--- src/rtl/core/krt_pkg.sv ---
package krt_pkg;

    localparam int TABLE_DEPTH = 64;
    localparam int PICK_COUNT  = 3;
    localparam int IDX_W = $clog2(TABLE_DEPTH);
    localparam int CNT_W = $clog2(TABLE_DEPTH + 1);
    localparam int PK_W  = $clog2(PICK_COUNT + 1);
    localparam int PS_W  = (PICK_COUNT > 1) ? $clog2(PICK_COUNT) : 1;
    localparam int KEY_W = 16;
    localparam int VAL_W = 32;

    localparam logic [1:0] KIND_SELECTED = 2'd0;
    localparam logic [1:0] KIND_NONE     = 2'd1;
    localparam logic [1:0] KIND_DROPPED  = 2'd2;

    localparam logic OP_SAMPLE = 1'b0;
    localparam logic OP_REPORT = 1'b1;

    typedef struct packed {
        logic [KEY_W-1:0]        key;
        logic                    rep;
        logic signed [VAL_W-1:0] low;
        logic signed [VAL_W-1:0] high;
    } t_entry;

    typedef logic [PICK_COUNT-1:0][KEY_W-1:0] t_klist;

    typedef struct packed {
        logic             we;
        logic [IDX_W-1:0] waddr;
        t_entry           wdata;
        logic [IDX_W-1:0] raddr;
    } t_mem_req;

endpackage

--- src/rtl/core/krt_pick_list.sv ---
module krt_pick_list (
    input  logic                       i_clk,
    input  logic                       i_rst_n,
    input  logic                       i_clear,
    input  logic                       i_ins,
    input  logic [krt_pkg::KEY_W-1:0]  i_key,
    output krt_pkg::t_klist            o_list,
    output logic [krt_pkg::PK_W-1:0]   o_count
);
    import krt_pkg::*;

    t_klist           r_list, n_list;
    logic [PK_W-1:0]  r_count;
    logic [PICK_COUNT-1:0] w_gt;

    // The list stays sorted: the new key goes in ahead of every larger key.
    always_comb begin
        for (int k = 0; k < PICK_COUNT; k++) begin
            w_gt[k] = (PK_W'(k) < r_count) && (r_list[k] > i_key);
        end
        for (int k = 0; k < PICK_COUNT; k++) begin
            if (PK_W'(k) > r_count || (PK_W'(k) < r_count && !w_gt[k])) begin
                n_list[k] = r_list[k];
            end else if (k == 0 || !w_gt[(k == 0) ? 0 : k - 1]) begin
                n_list[k] = i_key;
            end else begin
                n_list[k] = r_list[(k == 0) ? 0 : k - 1];
            end
        end
    end

    always_ff @(posedge i_clk) begin
        if (!i_rst_n || i_clear) begin
            r_count <= '0;
        end else if (i_ins) begin
            r_count <= r_count + PK_W'(1);
        end
        if (i_ins) begin
            r_list <= n_list;
        end
    end

    assign o_list  = r_list;
    assign o_count = r_count;

endmodule

--- config.mk ---
export PLATFORM = sky130hd
export DESIGN_NAME = krt_pick_list
export DESIGN_NICKNAME = d
export VERILOG_FILES = /design/src/rtl/core/krt_pkg.sv /design/src/rtl/core/krt_pick_list.sv
export SDC_FILE = /design/constraint.sdc
export NUM_CORES = 1
export LEC_CHECK = 0
export ABC_AREA = 0
export BUFFER_PORTS_ARGS = -buffer_cell sky130_fd_sc_hd__buf_2
export CAP_MARGIN = 20
export CORE_AREA = 4 4 110 112
export DETAILED_ROUTE_END_ITERATION = 8
export DIE_AREA = 0 0 114 116
export HOLD_SLACK_MARGIN = 0.03
export SYNTH_ARGS = -nofsm -noshare
export SYNTH_HDL_FRONTEND = slang
export SYNTH_SLANG_ARGS = --single-unit
--- constraint.sdc ---
create_clock -name i_clk -period 3.8 [get_ports i_clk]
set_input_delay 0.19 -clock i_clk [delete_from_list [all_inputs] [get_ports i_clk]]
set_output_delay 0.19 -clock i_clk [all_outputs]
set_load 0.01 [all_outputs]
**Yosys cells after proc, flatten, opt, wreduce, memory -nomap -nowiden**

Index checks and enable logic that the tools add are counted.

- Register bits: 50
- Bits in latches: 0
- Memory bits (writable): 0
- Memory bits (read-only): 0
- Bits of input ports: 20
- Output and inout port bits: 50
- Memories: 0

- $add $sub $neg: 1
- $mul: 0
- Divide/modulo/power cells: 0
- $lt $le $gt $ge: 9
- Equality and inequality tests: 0
- Shifts and indexed selects: 0
- Muxes and demuxes: 2
- Bitwise gates (word level): 3
- Reduce and logical (&&, ||, !) cells: 17

Operators with widths:

| cell | count |
|---|---|
| greater-than comparator 16 bit | 3 |
| 2-to-1 mux 16 bit | 2 |
| logical AND 1 bit | 6 |
| AND reduction 2 bit | 3 |
| greater-than comparator 1 x 2 -> 1 bit (first input constant) | 2 |
| zero test 1 bit | 4 |
| logical OR 1 bit | 4 |
| < comparator 1 x 2 -> 1 bit (first input constant) | 2 |
| NOT 1 bit | 3 |
| adder 2 x 1 -> 2 bit (second input constant) | 1 |
| greater-than comparator 2 bit (first input constant) | 1 |
| < comparator 2 bit (first input constant) | 1 |

**Logic depth before layout (Yosys ltp)**

- Depth in word-level cells: 7
- Gate-level depth with buffers: 9

**Worst setup path before layout**

OpenSTA, ideal clock, no wires.

- Path type: flip-flop to flip-flop
- Start: reg r_list (netlist bit o_list[17])
- End: reg r_list (netlist bit o_list[16]), enable pin
- Library setup time: 0.373 ns
- Arrival time: 2.244 ns
- Setup slack: 1.183 ns
- Stages on the path, launching flop included: 9
- Path buffers: 2
- Cells stage by stage: edfxtp_1 -> ha_1 -> nor2b_1 -> o211ai_1 -> a2111oi_0 -> o311a_1 -> buf_6 -> buf_6 -> o21a_1

- Cells in the longest elaborated chain, start to end: 7

Ends and longest elaborated chain:

| item | RTL line | text |
|---|---|---|
| start, declared | krt_pick_list.sv:12 | `t_klist r_list, n_list;` |
| start signal, assigned | krt_pick_list.sv:39 | `r_list <= n_list;` |
| greater-than comparator 16 bit | krt_pick_list.sv:19 | `w_gt[k] = (PK_W'(k) < r_count) && (r_list[k] > i_key);` |
| logical AND 1 bit | krt_pick_list.sv:19 |  |
| zero test 1 bit | n/a |  |
| logical AND 1 bit | krt_pick_list.sv:22 | `if (PK_W'(k) > r_count \|\| (PK_W'(k) < r_count && !w_gt[k])) begin` |
| logical OR 1 bit | krt_pick_list.sv:22 |  |
| NOT 1 bit (no line) | n/a |  |
| AND reduction 2 bit (no line) | n/a |  |

No other way between the ends.
A chain may end at the register's enable or synchronous reset.

**Worst setup path after layout**

- Start: reg r_list (netlist bit o_list[1])
- End: reg r_list (netlist bit o_list[20]) (data pin)

- Cells in the longest elaborated chain, start to end: 3

Ends and longest elaborated chain:

| item | RTL line | text |
|---|---|---|
| greater-than comparator 16 bit | krt_pick_list.sv:19 |  |
| logical AND 1 bit | krt_pick_list.sv:19 |  |
| 2-to-1 mux 16 bit | krt_pick_list.sv:24 | `end else if (k == 0 \|\| !w_gt[(k == 0) ? 0 : k - 1]) begin` |

No other way between the ends.

==> results.sh <==
export IMPL_instances_no_fill=461
export IMPL_drive_gt1_share_pct=36.16
export IMPL_start_util_pct=28.47
export IMPL_finalClockSkew_ns=0.007544
export IMPL_fmax_mhz=331.5
export IMPL_internal_power_w=0.0009562
export IMPL_place_area_um2=3709
export IMPL_syn_inst=241
export IMPL_r2r_start="o_list[1]"
export IMPL_yosys_warnings=0
export IMPL_post_cts_buffers=0
export IMPL_hold_buffers=0
export IMPL_clk_pin_slew_ns=0.07
export IMPL_p_leak_nw=1.671
export IMPL_place_ws_ns=0.7712
export IMPL_start_kind="flip-flop"
export IMPL_drc=0
export IMPL_crit_type="flip-flop to flip-flop"
export IMPL_via_count=2230
export IMPL_drt_total_wl_mm=8.313
export IMPL_grt_max_degree=17
export IMPL_dpl_cell_count=453
export IMPL_cts_buffers_inserted=5
export IMPL_dr_first_iter_drc_count=83
export IMPL_grt_remaining_overflow=0
export IMPL_cts_tree="done"
export IMPL_fin_ws_ns=0.7830
export IMPL_clkPwrFrac_pct=34.8
export IMPL_fin_area_um2=3850
export IMPL_cts_sinks=50
export IMPL_dieArea_um2=13220
export IMPL_finalNetCount=388
export IMPL_clk_latency_ns=0.29
export IMPL_ys_seq_area_share_pct=46.36
export IMPL_syn_nets=312
export IMPL_ant_nets=0
export IMPL_grt_pass1_vias=2453
export IMPL_cts_buffer_depth=2
export IMPL_slew_violations=0
export IMPL_synth_area_um2=3196
export IMPL_htree_levels=2
export IMPL_yosysTopAreaCell="edfxtp_1"
export IMPL_ys_seq_elements=50
export IMPL_setup_tns_ns=0
export IMPL_port_buffers=69
export IMPL_num_antenna_cells=0
export IMPL_hold_violations=0
export IMPL_grt_use_total_pct=12.96
export IMPL_maxSlewHeadroom_pct=28.84
export IMPL_rsz0062_at_grt="false"
export IMPL_synth_top_area_share_pct=45.11
export IMPL_setup_viol=0
export IMPL_final_cell_mix="69 x buf_2, 51 x ha_1, 48 x edfxtp_1, 23 x inv_1, 19 x mux2_4"
export IMPL_fp_coreArea_um2=11220
export IMPL_cp_required_ns=3.84
export IMPL_die_w_um=114
export IMPL_post_cts_resized=0
export IMPL_num_rows=39
export IMPL_place_congestion=0.8181
export IMPL_fin_crit_ns=3.017
export IMPL_arrival_ns=3.06
export IMPL_area_delta_synth_final_pct=20.48
export IMPL_num_io_pins=70
export IMPL_power_switching_w=0.0003233
export IMPL_fp_dieH_um=116
export IMPL_whs_path_depth=1
export IMPL_grt_pass1_wl_mm=13.22
export IMPL_yosys_top_cells_area="edfxtp_1 45%, ha_1 20%, mux2_4 8.9%"
export IMPL_comb_power_share_pct=15.1
export IMPL_end_kind="flip-flop"
export IMPL_wl_per_cell_um=18.03
export IMPL_reg2reg_depth=7
export IMPL_outcome="finished clean"
export IMPL_layout_commonest_cell="buf_2"
export IMPL_cap_violations=0
export IMPL_crit_fanout=9
export IMPL_dp_hpwl_mm=6.616
export IMPL_vdd_drop_max_v=0.0001848
export IMPL_reg2reg_to="o_list[20]"
export IMPL_antenna_found_initial=0
export IMPL_firstDrtPassIters=4
export IMPL_hp_start="i_key[7]"
export IMPL_worst_pin_slew_ns=1.067
export IMPL_switching_share_pct=25.27
export IMPL_cts_root_buf="clkbuf_16"
export IMPL_synth_cell_types=34
export IMPL_whs_endpoint="o_list[7]"
export IMPL_fillers=1147
export IMPL_worstHoldPathType="input port to flip-flop"
export IMPL_pwr_density_cell_nw_per_um2=332.3
export IMPL_seqPwrFrac_pct=50.1
export IMPL_vias_per_cell=4.837
export IMPL_min_period_over_period_pct=79.39
export IMPL_syn_avg_cell_area_um2=13.26
export IMPL_reg2reg_slack_ns=0.78
## through the flow
stage	utilization (%)	hold slack, ns	power [W]
after floorplan	-	0.2889	0.0007742
after global placement	33.04	0.4171	0.0008415
after detailed placement	33.04	0.4138	0.0008481
after CTS	34.30	0.1115	0.001290
after global routing	34.30	0.1260	0.001332
final	34.30	0.1158	0.001279
## sequential cells by signal (all words and copies together) (netlist names)
| name | flops |
|---|---|
| o_list | 48 |
| o_count | 2 |
## layer usage
metal | routed length [µm] | GRT usage, % | vias to the layer above
li1 | - | - | 1083
met3 | 482 | 2.768 | 9
met1 | 3731 | 16.44 | 1072
met2 | 3995 | 22.29 | 66
met5 | 0 | 0 | -
met4 | 102 | 3.721 | 0
## how the worst max path moves through the flow
| stage | from | endpoint | slack (ns) | cells past startpoint |
|---|---|---|---|---|
| 2_1_floorplan | o_list[17] | o_list[16] | 1.18 | 8 |
| 3_5_place_dp | o_list[1] | o_list[31] | 0.77 | 7 |
| 4_1_cts | o_list[1] | o_list[20] | 0.75 | 7 |
| 5_1_grt | o_list[1] | o_list[31] | 0.63 | 7 |
| 3_3_place_gp | o_list[31] | o_list[47] | 0.84 | 6 |
| 6_report | o_list[1] | o_list[20] | 0.78 | 7 |
## cell families (layout without fill, tap and decap cells)
group	after synthesis	in the layout	share of synthesized area, %
multiplexers	33	33	13.82
AND/OR/NAND/NOR	33	33	5.834
XOR/XNOR	1	1	0.2741
adder cells (fa/ha/maj)	51	51	19.97
flip-flops	50	50	46.36
buffers and inverters	27	104	3.993
AO/OA/AOI/OAI	46	46	9.749
## power by group through the flow
stage	clock, W	sequential (W)	combinational (W)
final	0.000445	0.000641	0.000193
after global routing	0.000471	0.000644	0.000218
after CTS	0.000453	0.000642	0.000195
after detailed placement	0	0.000654	0.000194
after global placement	0	0.000654	0.000188
after floorplan	0	0.000657	0.000117
## layout make-up
class | instances | area (µm²) | share of cell area (%)
multi-input cells | 164 | 1587 | 41.21
repair buffers | 73 | 375.4 | 9.750
inverters | 23 | 86.33 | 2.242
clock inverters | 3 | 16.27 | 0.4225
clock buffers | 5 | 125.1 | 3.250
well taps | 143 | 178.9 | 4.647
flip-flops and latches | 50 | 1481 | 38.48
## Yosys cell counts (all sizes together)
cell / n
nand4: 12
o311a: 1
mux2: 32
a2111oi: 1
or2: 1
o31a: 1
nor4: 2
a311oi: 1
nand2: 6
a21oi: 17
o211ai: 3
a31oi: 2
xnor2: 1
nand3: 2
nor2: 4
o21ai: 6
nor2b: 4
ha: 51
edfxtp: 48
dfxtp: 2
o21a: 4
mux2i: 1
buf: 3
a2111o: 1
o22ai: 1
clkbuf: 1
a21o: 6
a211oi: 2
nand2b: 1
or4: 1
inv: 23
## critical path, cell delays in order, from the launching register on
cell and delay [ns]:
edfxtp_1 0.43, ha_1 0.32, nor2b_1 0.14, o211ai_1 0.11, a2111o_1 0.44, a311oi_4 0.65
buf_4 0.33, mux2_2 0.35
Power figures use the tool's default switching activity.
